File: src/hw/rtl/sfto_pkg.sv
// Shared types, constants, sine table and microprogram for the fade and tone overlay core.
package sfto_pkg;

  // Configuration port geometry.
  localparam int PADDR_W   = 5;
  localparam int PDATA_W   = 32;
  localparam int REG_IDX_W = 3;

  localparam logic [REG_IDX_W-1:0] REG_PHASE_STEP = 3'd0;
  localparam logic [REG_IDX_W-1:0] REG_PEAK       = 3'd1;
  localparam logic [REG_IDX_W-1:0] REG_LENGTH     = 3'd2;
  localparam logic [REG_IDX_W-1:0] REG_ATTACK     = 3'd3;
  localparam logic [REG_IDX_W-1:0] REG_DECAY      = 3'd4;

  localparam logic [30:0] RST_PHASE_STEP = 31'd42852281;
  localparam logic [14:0] RST_PEAK       = 15'd3932;
  localparam logic [15:0] RST_LENGTH     = 16'd17640;
  localparam logic [15:0] RST_ATTACK     = 16'd2205;
  localparam logic [15:0] RST_DECAY      = 16'd2205;

  // Sample limits.
  localparam logic [15:0] SAMPLE_MAX = 16'h7FFF;
  localparam logic [15:0] SAMPLE_MIN = 16'h8000;
  localparam logic [14:0] SINE_ONE   = 15'd32767;

  // Quarter-wave sine table.
  localparam int SINE_DEPTH = 256;
  localparam int TAB_BITS   = $clog2(SINE_DEPTH);

  // Envelope divider: dividend is tone_peak times a 16-bit frame count.
  localparam int DIV_W     = 31;
  localparam int DIV_CNT_W = $clog2(DIV_W);

  localparam logic [63:0] Q30_ONE = 64'd1073741824;
  localparam logic [63:0] Q30_PI  = 64'd3373259426;
  localparam int TAYLOR_TERMS = 7;
  localparam logic [63:0] TAYLOR_DIV [1:TAYLOR_TERMS] =
    '{64'd6, 64'd20, 64'd42, 64'd72, 64'd110, 64'd156, 64'd210};

  typedef logic [14:0] sine_tab_t [SINE_DEPTH];

  // Builds round(32767 * sin(pi/2 * i / D)) with a Q30 Taylor series.
  function automatic sine_tab_t build_sine_tab();
    sine_tab_t          tab;
    logic        [63:0] x;
    logic        [63:0] term;
    logic signed [63:0] sum;
    logic        [63:0] v;
    for (int i = 0; i < SINE_DEPTH; i++) begin
      x    = (Q30_PI * 64'(i)) >> (TAB_BITS + 1);
      term = x;
      sum  = signed'(x);
      for (int n = 1; n <= TAYLOR_TERMS; n++) begin
        term = (term * x) >> 30;
        term = (term * x) >> 30;
        term = term / TAYLOR_DIV[n];
        if (n % 2 == 1) begin
          sum = sum - signed'(term);
        end else begin
          sum = sum + signed'(term);
        end
      end
      if (sum < 0) begin
        sum = '0;
      end
      v = ((64'(sum) * 64'd32767) + (Q30_ONE >> 1)) >> 30;
      if (v > 64'd32767) begin
        v = 64'd32767;
      end
      tab[i] = 15'(v);
    end
    return tab;
  endfunction

  localparam sine_tab_t SINE_TAB = build_sine_tab();

  typedef struct packed {
    logic [30:0] phase_step;
    logic [14:0] peak;
    logic [15:0] length;
    logic [15:0] attack;
    logic [15:0] decay;
  } cfg_t;

  // Datapath operations, one per microprogram step.
  typedef enum logic [3:0] {
    OP_NOP,
    OP_LOAD,
    OP_MUL_L,
    OP_MUL_R,
    OP_FADE_R,
    OP_SINE,
    OP_MUL_ATT,
    OP_DIV_ATT,
    OP_MUL_DEC,
    OP_DIV_DEC,
    OP_ENV_DIV,
    OP_MUL_TONE,
    OP_TONE,
    OP_MIX,
    OP_EMIT
  } op_t;

  // Jump conditions; when false the step counter advances by one.
  typedef enum logic [3:0] {
    COND_NEXT,
    COND_JUMP,
    COND_NO_INPUT,
    COND_PASS,
    COND_UNITY,
    COND_NO_TONE,
    COND_NOT_ATT,
    COND_NOT_DEC,
    COND_DIV_BUSY,
    COND_OUT_BUSY
  } cond_t;

  localparam int PC_W     = 4;
  localparam int PROG_LEN = 2 ** PC_W;
  typedef logic [PC_W-1:0] pc_t;

  localparam pc_t PC_IDLE  = 4'd0;
  localparam pc_t PC_TONE  = 4'd5;
  localparam pc_t PC_DEC   = 4'd8;
  localparam pc_t PC_ENV   = 4'd10;
  localparam pc_t PC_SHAPE = 4'd11;
  localparam pc_t PC_EMIT  = 4'd15;

  typedef struct packed {
    op_t   op;
    cond_t cond;
    pc_t   target;
  } ctrl_t;

  typedef struct packed {
    logic pass;
    logic unity;
    logic no_tone;
    logic att;
    logic dec;
    logic div_busy;
    logic out_busy;
  } status_t;

  typedef ctrl_t ucode_t [PROG_LEN];

  localparam ucode_t UCODE = '{
    '{OP_LOAD,     COND_NO_INPUT, PC_IDLE},   // 0: wait for an item
    '{OP_NOP,      COND_PASS,     PC_EMIT},   // 1: mute or bypass
    '{OP_MUL_L,    COND_UNITY,    PC_TONE},   // 2
    '{OP_MUL_R,    COND_NEXT,     PC_IDLE},   // 3
    '{OP_FADE_R,   COND_NEXT,     PC_IDLE},   // 4
    '{OP_SINE,     COND_NO_TONE,  PC_EMIT},   // 5: tone section
    '{OP_MUL_ATT,  COND_NOT_ATT,  PC_DEC},    // 6
    '{OP_DIV_ATT,  COND_JUMP,     PC_ENV},    // 7
    '{OP_MUL_DEC,  COND_NOT_DEC,  PC_SHAPE},  // 8
    '{OP_DIV_DEC,  COND_NEXT,     PC_IDLE},   // 9
    '{OP_ENV_DIV,  COND_DIV_BUSY, PC_ENV},    // 10
    '{OP_MUL_TONE, COND_NEXT,     PC_IDLE},   // 11
    '{OP_TONE,     COND_NEXT,     PC_IDLE},   // 12
    '{OP_MIX,      COND_JUMP,     PC_EMIT},   // 13
    '{OP_NOP,      COND_JUMP,     PC_IDLE},   // 14: unused
    '{OP_EMIT,     COND_OUT_BUSY, PC_EMIT}    // 15: wraps to 0
  };

endpackage

File: src/hw/rtl/sfto_div.sv
// Bit-serial restoring divider for the tone envelope.
module sfto_div (
  input  logic                      clk,
  input  logic                      rst,
  input  logic                      start,
  input  logic [sfto_pkg::DIV_W-1:0] dividend,
  input  logic [15:0]               divisor,
  output logic                      busy,
  output logic [14:0]               quotient
);
  import sfto_pkg::*;

  logic [DIV_W-1:0]     dvd;
  logic [15:0]          den;
  logic [15:0]          rem;
  logic [DIV_CNT_W-1:0] cnt;
  logic [16:0]          trial;
  logic [16:0]          diff;
  logic                 ge;

  assign trial    = {rem, dvd[DIV_W-1]};
  assign ge       = trial >= {1'b0, den};
  assign diff     = trial - {1'b0, den};
  assign quotient = dvd[14:0];

  always_ff @(posedge clk) begin
    if (rst) begin
      busy <= 1'b0;
      cnt  <= '0;
    end else if (start) begin
      busy <= 1'b1;
      cnt  <= DIV_CNT_W'(DIV_W - 1);
      dvd  <= dividend;
      den  <= divisor;
      rem  <= '0;
    end else if (busy) begin
      // Quotient bits shift in where dividend bits leave.
      rem <= ge ? diff[15:0] : trial[15:0];
      dvd <= {dvd[DIV_W-2:0], ge};
      cnt <= cnt - 1'b1;
      if (cnt == '0) begin
        busy <= 1'b0;
      end
    end
  end

endmodule

File: src/hw/rtl/sfto_seq.sv
// Microprogram sequencer: step counter, control store and jump logic.
module sfto_seq (
  input  logic              clk,
  input  logic              rst,
  input  logic              in_valid,
  input  sfto_pkg::status_t status,
  output sfto_pkg::ctrl_t   ctrl
);
  import sfto_pkg::*;

  pc_t  pc;
  pc_t  pc_next;
  logic take;

  assign ctrl = UCODE[pc];

  always_comb begin
    unique case (ctrl.cond)
      COND_NEXT:     take = 1'b0;
      COND_JUMP:     take = 1'b1;
      COND_NO_INPUT: take = !in_valid;
      COND_PASS:     take = status.pass;
      COND_UNITY:    take = status.unity;
      COND_NO_TONE:  take = status.no_tone;
      COND_NOT_ATT:  take = !status.att;
      COND_NOT_DEC:  take = !status.dec;
      COND_DIV_BUSY: take = status.div_busy;
      COND_OUT_BUSY: take = status.out_busy;
      default:       take = 1'b0;
    endcase
    pc_next = take ? ctrl.target : pc + 1'b1;
  end

  always_ff @(posedge clk) begin
    if (rst) begin
      pc <= PC_IDLE;
    end else begin
      pc <= pc_next;
    end
  end

endmodule

File: src/hw/rtl/sfto_dp.sv
// Datapath: working samples, shared multiplier, tone state, envelope and output register.
module sfto_dp #(
  parameter int PHASE_BITS = 32
) (
  input  logic              clk,
  input  logic              rst,
  input  sfto_pkg::ctrl_t   ctrl,
  input  sfto_pkg::cfg_t    cfg,
  input  logic              in_valid,
  input  logic [15:0]       left_in,
  input  logic [15:0]       right_in,
  input  logic [15:0]       fade_gain,
  input  logic              mute,
  input  logic              bypass,
  input  logic              start_tone,
  output sfto_pkg::status_t status,
  output logic              out_valid,
  input  logic              out_stall,
  output logic [15:0]       left_out,
  output logic [15:0]       right_out,
  output logic              tone_active
);
  import sfto_pkg::*;

  // Working item.
  logic [15:0] l;
  logic [15:0] r;
  logic [15:0] gain;
  logic        mute_r;
  logic        bypass_r;
  logic        mixed;

  // Tone state.
  logic [PHASE_BITS-1:0] phase;
  logic [15:0]           remaining;

  logic [31:0] prod;
  logic [15:0] mul_a;
  logic [15:0] mul_b;
  logic [14:0] env;
  logic [14:0] smag;
  logic        sneg;
  logic [15:0] tone;

  logic [15:0] l_mag;
  logic [15:0] r_mag;
  logic [15:0] faded;
  logic [15:0] played;

  logic [1:0]          quad;
  logic [TAB_BITS-1:0] k;
  logic [TAB_BITS-1:0] k_mirror;
  logic [14:0]         sine_mag;

  logic [14:0] q0;
  logic [16:0] q_rem;
  logic [14:0] tone_q;

  logic [16:0] l_sum;
  logic [16:0] r_sum;

  logic        div_start;
  logic [15:0] div_den;
  logic        div_busy;
  logic [14:0] div_quo;

  logic accept;
  logic emit;

  assign accept = (ctrl.op == OP_LOAD) && in_valid;
  assign emit   = (ctrl.op == OP_EMIT) && !status.out_busy;

  assign l_mag  = l[15] ? 16'(-l) : l;
  assign r_mag  = r[15] ? 16'(-r) : r;
  assign played = (cfg.length >= remaining) ? cfg.length - remaining : '0;

  // Fade magnitude is below 2^15 since the gain is below unity here.
  assign faded = {1'b0, prod[29:15]};

  assign status.pass     = mute_r || bypass_r;
  assign status.unity    = gain[15];
  assign status.no_tone  = (remaining == '0);
  assign status.att      = played < cfg.attack;
  assign status.dec      = remaining < cfg.decay;
  assign status.div_busy = div_busy;
  assign status.out_busy = out_valid && out_stall;

  // Quarter-wave lookup: odd quadrants read the table mirrored.
  assign quad     = phase[PHASE_BITS-1 -: 2];
  assign k        = phase[PHASE_BITS-3 -: TAB_BITS];
  assign k_mirror = TAB_BITS'(0) - k;
  assign sine_mag = !quad[0] ? SINE_TAB[k] : (k == '0) ? SINE_ONE : SINE_TAB[k_mirror];

  // Division of the tone product by 32767: p = 32768*q0 + low, so p = 32767*q0 + (low + q0),
  // and that remainder stays below twice 32767 for every product of two 15-bit values.
  assign q0     = prod[29:15];
  assign q_rem  = {2'b00, prod[14:0]} + {2'b00, q0};
  assign tone_q = q0 + 15'(q_rem >= {2'b00, SINE_ONE});

  assign l_sum = {l[15], l} + {tone[15], tone};
  assign r_sum = {r[15], r} + {tone[15], tone};

  always_comb begin
    mul_a     = '0;
    mul_b     = '0;
    div_start = 1'b0;
    div_den   = cfg.attack;
    unique case (ctrl.op)
      OP_MUL_L: begin
        mul_a = l_mag;
        mul_b = gain;
      end
      OP_MUL_R: begin
        mul_a = r_mag;
        mul_b = gain;
      end
      OP_MUL_ATT: begin
        mul_a = {1'b0, cfg.peak};
        mul_b = played;
      end
      OP_MUL_DEC: begin
        mul_a = {1'b0, cfg.peak};
        mul_b = remaining;
      end
      OP_MUL_TONE: begin
        mul_a = {1'b0, smag};
        mul_b = {1'b0, env};
      end
      OP_DIV_ATT: begin
        div_start = 1'b1;
        div_den   = cfg.attack;
      end
      OP_DIV_DEC: begin
        div_start = 1'b1;
        div_den   = cfg.decay;
      end
      default: begin
      end
    endcase
  end

  sfto_div u_div (
    .clk      (clk),
    .rst      (rst),
    .start    (div_start),
    .dividend (prod[DIV_W-1:0]),
    .divisor  (div_den),
    .busy     (div_busy),
    .quotient (div_quo)
  );

  always_ff @(posedge clk) begin
    if (rst) begin
      phase     <= '0;
      remaining <= '0;
      out_valid <= 1'b0;
    end else begin
      if (emit) begin
        out_valid <= 1'b1;
      end else if (!out_stall) begin
        out_valid <= 1'b0;
      end
      if (accept && start_tone) begin
        phase     <= '0;
        remaining <= cfg.length;
      end
      if (ctrl.op == OP_MIX) begin
        phase     <= phase + PHASE_BITS'(cfg.phase_step);
        remaining <= remaining - 1'b1;
      end
    end
  end

  always_ff @(posedge clk) begin
    if (ctrl.op == OP_MUL_L || ctrl.op == OP_MUL_R || ctrl.op == OP_MUL_ATT ||
        ctrl.op == OP_MUL_DEC || ctrl.op == OP_MUL_TONE) begin
      prod <= {16'b0, mul_a} * {16'b0, mul_b};
    end
    unique case (ctrl.op)
      OP_LOAD: begin
        if (in_valid) begin
          l        <= mute ? '0 : left_in;
          r        <= mute ? '0 : right_in;
          gain     <= fade_gain;
          mute_r   <= mute;
          bypass_r <= bypass;
          mixed    <= 1'b0;
        end
      end
      OP_MUL_R: begin
        l <= l[15] ? 16'(-faded) : faded;
      end
      OP_FADE_R: begin
        r <= r[15] ? 16'(-faded) : faded;
      end
      OP_SINE: begin
        smag <= sine_mag;
        sneg <= quad[1];
        env  <= cfg.peak;
      end
      OP_ENV_DIV: begin
        env <= div_quo;
      end
      OP_TONE: begin
        tone <= sneg ? 16'(-{1'b0, tone_q}) : {1'b0, tone_q};
      end
      OP_MIX: begin
        l     <= (l_sum[16] != l_sum[15]) ? (l_sum[16] ? SAMPLE_MIN : SAMPLE_MAX) : l_sum[15:0];
        r     <= (r_sum[16] != r_sum[15]) ? (r_sum[16] ? SAMPLE_MIN : SAMPLE_MAX) : r_sum[15:0];
        mixed <= 1'b1;
      end
      OP_EMIT: begin
        if (emit) begin
          left_out    <= l;
          right_out   <= r;
          tone_active <= mixed;
        end
      end
      default: begin
      end
    endcase
  end

endmodule

File: src/hw/rtl/stereo_fade_and_tone_overlay_core.sv
// Top level of the stereo fade and tone overlay core: configuration registers and block wiring.
//
// Each stereo frame is processed by a 16-step microprogram that drives one shared 16x16
// multiplier and a bit-serial divider. A muted or bypassed frame goes straight to the output
// register. A frame with no tone skips the tone section, and a frame at unity gain skips the
// fade multiplies. During the attack or decay ramp the envelope is divided on the bit-serial
// divider, and the sequencer waits for its quotient before shaping the tone. A new frame is
// accepted once the previous result sits in the output register, so a result waiting on a stalled
// output does not hold up the next frame's processing.
module stereo_fade_and_tone_overlay_core #(
  parameter int PHASE_BITS = 32
) (
  input  logic                         clk,
  input  logic                         rst,
  input  logic                         psel,
  input  logic                         penable,
  input  logic                         pwrite,
  input  logic [sfto_pkg::PADDR_W-1:0] paddr,
  input  logic [sfto_pkg::PDATA_W-1:0] pwdata,
  output logic [sfto_pkg::PDATA_W-1:0] prdata,
  output logic                         pready,
  input  logic                         in_valid,
  output logic                         in_stall,
  input  logic [15:0]                  left_in,
  input  logic [15:0]                  right_in,
  input  logic [15:0]                  fade_gain,
  input  logic                         mute,
  input  logic                         bypass,
  input  logic                         start_tone,
  output logic                         out_valid,
  input  logic                         out_stall,
  output logic [15:0]                  left_out,
  output logic [15:0]                  right_out,
  output logic                         tone_active
);
  import sfto_pkg::*;

  cfg_t                 cfg;
  ctrl_t                ctrl;
  status_t              status;
  logic [REG_IDX_W-1:0] reg_idx;
  logic                 cfg_write;

  assign pready    = 1'b1;
  assign reg_idx   = paddr[PADDR_W-1:2];
  assign cfg_write = psel && penable && pwrite && pready;
  assign in_stall  = (ctrl.op != OP_LOAD);

  always_ff @(posedge clk) begin
    if (rst) begin
      cfg.phase_step <= RST_PHASE_STEP;
      cfg.peak       <= RST_PEAK;
      cfg.length     <= RST_LENGTH;
      cfg.attack     <= RST_ATTACK;
      cfg.decay      <= RST_DECAY;
    end else if (cfg_write) begin
      unique case (reg_idx)
        REG_PHASE_STEP: cfg.phase_step <= pwdata[30:0];
        REG_PEAK:       cfg.peak       <= pwdata[14:0];
        REG_LENGTH:     cfg.length     <= pwdata[15:0];
        REG_ATTACK:     cfg.attack     <= pwdata[15:0];
        REG_DECAY:      cfg.decay      <= pwdata[15:0];
        default: begin
        end
      endcase
    end
  end

  always_comb begin
    unique case (reg_idx)
      REG_PHASE_STEP: prdata = {1'b0, cfg.phase_step};
      REG_PEAK:       prdata = {17'b0, cfg.peak};
      REG_LENGTH:     prdata = {16'b0, cfg.length};
      REG_ATTACK:     prdata = {16'b0, cfg.attack};
      REG_DECAY:      prdata = {16'b0, cfg.decay};
      default:        prdata = '0;
    endcase
  end

  sfto_seq u_seq (
    .clk      (clk),
    .rst      (rst),
    .in_valid (in_valid),
    .status   (status),
    .ctrl     (ctrl)
  );

  sfto_dp #(
    .PHASE_BITS (PHASE_BITS)
  ) u_dp (
    .clk         (clk),
    .rst         (rst),
    .ctrl        (ctrl),
    .cfg         (cfg),
    .in_valid    (in_valid),
    .left_in     (left_in),
    .right_in    (right_in),
    .fade_gain   (fade_gain),
    .mute        (mute),
    .bypass      (bypass),
    .start_tone  (start_tone),
    .status      (status),
    .out_valid   (out_valid),
    .out_stall   (out_stall),
    .left_out    (left_out),
    .right_out   (right_out),
    .tone_active (tone_active)
  );

endmodule

File: config.mk
export PLATFORM = sky130hd
export DESIGN_NAME = stereo_fade_and_tone_overlay_core
export DESIGN_NICKNAME = d
export VERILOG_FILES = /design/src/hw/rtl/sfto_pkg.sv /design/src/hw/rtl/sfto_div.sv /design/src/hw/rtl/sfto_seq.sv /design/src/hw/rtl/sfto_dp.sv /design/src/hw/rtl/stereo_fade_and_tone_overlay_core.sv
export SDC_FILE = /design/constraint.sdc
export NUM_CORES = 2
export LEC_CHECK = 0
export ABC_CLOCK_PERIOD_IN_PS = 9500
export BUFFER_PORTS_ARGS = -buffer_cell sky130_fd_sc_hd__buf_2
export CAP_MARGIN = 20
export CORE_MARGIN = 5
export CORE_UTILIZATION = 41
export CTS_CLUSTER_DIAMETER = 100
export DETAILED_ROUTE_END_ITERATION = 6
export SETUP_SLACK_MARGIN = 0.3
export SLEW_MARGIN = 10
export SYNTH_ARGS = -nofsm -noshare
export SYNTH_HDL_FRONTEND = slang
export SYNTH_SLANG_ARGS = --single-unit
File: constraint.sdc
create_clock -name clk -period 9.5 [get_ports clk]
set_clock_uncertainty 0.1 [all_clocks]
set_input_delay 0.475 -clock clk [delete_from_list [all_inputs] [get_ports clk]]
set_output_delay 0.475 -clock clk [all_outputs]
set_load 0.02 [all_outputs]
After elaboration in Yosys (flattened, before gate mapping)
Memories as Yosys holds them, arrays and structs flattened.
Index checks and enable logic that the tools add are counted.
W data, S select, Z words.
{"block": "totals", "out_inout_bits": 68, "n_memories": 3, "romBits": 7872, "regBits": 378}
{"memory": "(name not given)", "words": 256, "word_bits": 15, "read_ports": 1, "rd_ports_with_merged_regs": 0, "write_ports": 0, "line": "sfto_dp.sv:92", "source": "assign sine_mag = !quad[0] ? SINE_TAB[k] : (k == '0) ? SINE_ONE : SINE_TAB[k_mirror];"}
{"memory": "(name not given)", "words": 256, "word_bits": 15, "read_ports": 1, "rd_ports_with_merged_regs": 0, "write_ports": 0, "line": "sfto_dp.sv:92"}
{"memory": "(name not given)", "words": 16, "word_bits": 12, "read_ports": 1, "rd_ports_with_merged_regs": 0, "write_ports": 0, "line": "sfto_seq.sv:15", "source": "assign ctrl = UCODE[pc];"}
{"block": "op_classes", "mul": 1, "reduce_logical": 41, "n_lt_le_gt_ge": 8, "eq_ne": 32, "n_mux": 49, "addsub": 15, "bitwise": 4}
{"cell": "$mux W16", "count": 18}
{"cell": "$pmux W31 S5", "count": 1}
{"cell": "$pmux W16 S4", "count": 2}
{"cell": "$mux W15", "count": 7}
{"cell": "$pmux W16 S3", "count": 2}
{"cell": "$mux W32", "count": 2}
{"cell": "$mux W31", "count": 2}
{"cell": "$eq A4 B4 Y1 const B", "count": 9}
{"cell": "$add A16 B16 Y17", "count": 2}
{"cell": "$add A32 B31 Y32", "count": 1}
{"cell": "$eq A4 B3 Y1 const B", "count": 8}
{"cell": "$lt A16 B16 Y1", "count": 2}
{"cell": "$neg A15 Y16", "count": 2}
{"cell": "$neg A16 Y16", "count": 2}
{"cell": "$sub A16 B16 Y16", "count": 2}
{"cell": "$mul A16 B16 Y31", "count": 1}
{"cell": "$pmux W15 S2", "count": 1}
{"cell": "$mux W12", "count": 2}
{"cell": "$reduce_and A2 Y1", "count": 12}
{"cell": "$ge A9 B9 Y1 const B", "count": 2}
{"cell": "$not A8 Y9", "count": 2}
{"cell": "$ge A17 B15 Y1 const B", "count": 1}
{"cell": "$ge A17 B16 Y1", "count": 1}
{"cell": "$add A15 B15 Y16", "count": 1}
{"cell": "other kinds (33)", "count": 65}

Longest topological paths before layout
{"block": "depth", "ltp_word": 9, "mapped_depth": 36, "mapped_depth_nobuf": 34}

By module
A second synthesis with hierarchy kept.
{"block": "hier_totals", "hier_cells": 4995, "hier_area_um2": 41393.4}
{"mod": "sfto_dp", "n_inst": 1, "cells_each": 4082, "area_each_um2": 32247.2}
{"mod": "stereo_fade_and_tone_overlay_core", "n_inst": 1, "cells_each": 481, "area_each_um2": 4464.3}
{"mod": "sfto_div", "n_inst": 1, "cells_each": 344, "area_each_um2": 3976.3}
{"mod": "sfto_seq", "n_inst": 1, "cells_each": 88, "area_each_um2": 705.7}

Worst setup path before layout
No wires, ideal clock.
{"block": "synth_timing", "path_type": "register to register", "startpoint": "register u_seq.pc[0]", "endpoint": "register u_dp.prod[30] (data pin)", "path_buffers": 3, "arrival_ps": 8033, "stages_incl_launch_ff": 32, "synth_period_minus_slack_ps": 8393, "slack_ps": 1107, "path_cell_list": "dfxtp_1 -> clkbuf_1 -> inv_1 -> ha_1 -> nor2_1 -> nor3b_1 -> a21oi_1 -> and2_1 -> clkbuf_1 -> a222oi_1 -> o21ai_1 -> clkbuf_1 -> nand2_1 -> fa_1 -> fa_1 -> fa_1 -> inv_1 -> fa_1 -> fa_1 -> inv_1 -> fa_1 -> inv_1 -> ha_1 -> a211oi_1 -> nor2_1 -> a311oi_1 -> o31ai_1 -> a21o_1 -> a41o_1 -> o41a_1 -> a31oi_1 -> xnor2_1"}
{"block": "synth_via", "elab_chain_len": 8, "elab_cells_between_ends": 14, "classes_between": "1 x mul; 5 x eq/ne; 4 x mux; 1 x bitwise; 2 x reduce/logical; 1 x memory"}
{"item": "start, declared", "line": "sfto_seq.sv:11", "source": "pc_t pc;"}
{"item": "start signal, assigned", "line": "sfto_seq.sv:38", "source": "pc <= pc_next;"}
{"item": "$not A4 Y5 (implied by the code) *", "line": "sfto_seq.sv:15"}
{"item": "$mem_v2 Z16 W12 *"}
{"item": "$mux W12 (implied by the code) * (2 in a row)", "line": "sfto_seq.sv:15"}
{"item": "$eq A4 B4 Y1 (tied with other cells)", "line": "sfto_dp.sv:108", "source": "unique case (ctrl.op)"}
{"item": "$reduce_or A2 Y1 (no line)"}
{"item": "$pmux W16 S4", "line": "sfto_dp.sv:108"}
{"item": "$mul A16 B16 Y31 *", "line": "sfto_dp.sv:177", "source": "prod <= {16'b0, mul_a} * {16'b0, mul_b};"}
{"item": "end signal, assigned", "line": "sfto_dp.sv:177"}
{"item": "end, declared", "line": "sfto_dp.sv:37", "source": "logic [31:0] prod;"}
Mark *: on every way between the ends. The rest lies on a longest branch, timed or not. The select of a mux whose other input is x is not followed.
A chain may end at the register's enable or synchronous reset.

Worst setup path in the final report
{"block": "layout_timing", "startpoint": "register u_dp.remaining[0]", "endpoint": "register u_dp.prod[30] (data pin)"}
{"block": "layout_via", "elab_chain_len": 4, "elab_cells_between_ends": 5, "classes_between": "1 x add/sub; 1 x mul; 1 x order compare; 2 x mux"}
{"item": "start, declared", "line": "sfto_dp.sv:35", "source": "logic [15:0] remaining;"}
{"item": "start signal, assigned", "line": "sfto_dp.sv:165", "source": "remaining <= cfg.length;"}
{"item": "start signal, assigned", "line": "sfto_dp.sv:169", "source": "remaining <= remaining - 1'b1;"}
{"item": "$sub A16 B16 Y16 / $ge A16 B16 Y1 (equally long branches)", "line": "sfto_dp.sv:75", "source": "assign played = (cfg.length >= remaining) ? cfg.length - remaining : '0;"}
{"item": "$mux W16", "line": "sfto_dp.sv:75"}
{"item": "$pmux W16 S4 *", "line": "sfto_dp.sv:108"}
{"item": "$mul A16 B16 Y31 *", "line": "sfto_dp.sv:177"}
Mark *: on every way between the ends. The rest lies on a longest branch, timed or not.

==> impl_metrics.ini <==
[status]
outcome = finished with violations
violations = DRC

[hold_path]
hold_class = in -> reg

[sta]
tightest_slew_ps = 1170
post-route-period-util = 0.926
final-hold-violation-count = 0
rsz0062_at_grt = no
finalSetupTns_ps = 0
slew_violations = 0
setup_viol = 0
min_period_ps = 8800
slew-limit-headroom = 0.218
fin_ws_ps = 702
fmax_ghz = 0.114

[cells_and_area]
final_cell_mix = 759 x nand2_1, 402 x a21oi_1, 393 x nor2_1
stdcell_area_um2 = 44300
mostFrequentLayoutCell = nand2_1
area_growth_syn_to_layout_pct = 9.98
multiInputGateArea_um2 = 27800
register_area_um2 = 9840
fin_nets = 5680
fin_util = 0.452
drive_gt1_frac = 0.0945
fillers = 9780

[place]
placed_area_um2 = 42500
hpwl_mm = 111
place_ws_ps = 485
numPortBuffers = 157
gp_congestion = 0.967

[cts]
clk_pin_slew_ps = 60
numCtsBuffers = 45
root_buffer = clkbuf_16
cts.sinks = 378
clkLatencyLatePin_ps = 600
cts_tree = done
cts_buffer_depth = 3
htree_levels = 2

[drt]
first_pass_iters = 7
vias_per_cell = 6.15
initialDrtViolationCount = 5014
wl_mm = 151
wl_per_cell_um = 23.5
drc_errors = 2
vias = 39500
final_antenna_net_count = 0

[critical_path]
critical-path-max-stage-delay_ps = 570
cp_max_fo = 12
crit_type = reg -> reg
cp.arrival_ps = 9020
worstSetupStartpoint = u_dp.remaining[0]
reg2reg_setup_slack_ps = 700
start_kind = flip-flop
cp-endpoint = u_dp.prod[30]
r2r_cells = 32
end_kind = flip-flop
critical_path.slowest_cell = fa_1
crit_required_ps = 9720
rr_startpoint = u_dp.remaining[0]
path_common_cell = fa_1
r2r_end = u_dp.prod[30]

[power_and_ir_drop]
p_leak_nw = 18.3
finalPower_mw = 8.27
ir_drop_v = 0.000125
p_per_area_nw_per_um2 = 187

[global_routing]
grt_pass1_vias = 36900
grt_max_degree = 86
grtUsageTotal = 0.277
antenna_found_initial = 8
grt_overflow = 0
grt_pass1_wl_mm = 227

[yosys]
ys_warn_count = 0
synth.distinct_cells = 89
synthTopCellsByArea = edfxtp_1 17%, fa_1 9.9%, ha_1 9.0%
synth_top_cell_by_area = edfxtp_1
syn_avg_cell_area_um2 = 7.92
synth.net_count = 5668
async_reset_ff_frac = 0
synth-seq-cells = 378
synth_edf_count = 225
synth_ff_type = edfxtp_1
netlist_area_um2 = 40300
syn_inst = 5084
ys_seq_area_frac = 0.244
yosysTopAreaCellShare = 0.168

[die]
start_util = 0.411
die_area_um2 = 105000
core_area_um2 = 98000
rows = 115
fp.dieW_um = 323
chipHeight_um = 323
ioPinCount = 163

[flow_run]
cap_viol_max_count = 0
-- registers in the layout, summed over array words and instances, names as in the netlist, 31 cells and up --
name and count:
u_dp.u_div.dvd 31, u_dp.phase 32, u_dp.prod 31, cfg 94
-- through the flow --
stage | cells | hold slack [ps]
2_1_floorplan | 5084 | 300
3_3_place_gp | 6302 | 305
3_5_place_dp | 6306 | 315
4_1_cts | 6414 | 1.67
5_1_grt | 6417 | 14.4
6_report | 6420 | 36.4
-- how the worst min path moves through the flow --
stage | startpoint | endpoint | cells past startpoint
final | pwdata[19] | cfg[82] | 3
after global routing | pwdata[25] | cfg[88] | 3
after CTS | pwdata[25] | cfg[88] | 3
after detailed placement | u_dp.mixed | u_dp.tone_active | 0
after global placement | u_dp.mixed | u_dp.tone_active | 0
after floorplan | u_dp.mixed | u_dp.tone_active | 0
-- cell type report --
type,count,area share
antenna,3,0.000170
clock buffer,57,0.0288
clock inverter,24,0.00494
inverter,398,0.0337
multi-input combinational,3958,0.627
sequential,378,0.222
tap,1287,0.0364
timing repair buffer,315,0.0466
-- timing repair --
action / in CTS / in global routing
hold buffers: 27 / 0
setup buffers: 0 / 2
endpoints found under the setup margin: 0 / 3
resized for setup: 0 / 11
endpoints found under the hold margin: 27 / 0
-- per-layer routing --
layer  vias to the layer above  track usage  wire (um)
li1                      18100            -          -
met1                     18800        0.380      62800
met2                      2186        0.433      65700
met3                       427       0.0529      15000
met4                        10        0.111       7200
met5                         -            0         62
-- synthesized netlist by cell type, types with 29 or more instances --
library cell  count
nor2b_1          46
a22oi_1          64
dfxtp_1         153
a311oi_1         32
o31ai_1          40
and2_1           61
nand3_1         107
a211oi_1         81
mux2i_1          34
a31oi_1          46
fa_1            199
ha_1            290
xor2_1           75
nor2_1          397
buf_1            59
nand2b_1         50
a21o_1           70
nand3b_1         46
xnor2_1         134
inv_1           388
o211ai_1         58
o21a_1           29
o22ai_1          36
o221ai_1         31
nand2_1         761
clkbuf_1        274
o21ai_0         314
edfxtp_1        225
nor3_1           93
or3_1            43
a21oi_1         403
nor4_1           33
-- critical path, delay by kind of cell, from the launching register on --
family | cells | cell delay [ps]
compound gates | 13 | 2990
xor+xnor | 2 | 290
fa+ha+maj | 9 | 3910
buf+inv | 5 | 490
flops | 1 | 430
simple gates | 3 | 310
-- where the power goes --
part / internal (mW) / switching [mW]
Sequential: 2.07 / 0.325
Clock: 1.01 / 0.748
Combinational: 1.49 / 2.63
Total: 4.57 / 3.70
-- logic make-up after synthesis --
family	after synthesis	share of synthesized area
muxes	69	0.0224
AOI/OAI and AO/OA	1460	0.234
other	2	0.000187
and+or+nand+nor	1729	0.194
buffers and inverters	748	0.0705
adders and majority gates	489	0.189
DFF	378	0.244
xor gates and xnor gates	209	0.0455
Power figures use the tool's default switching activity.
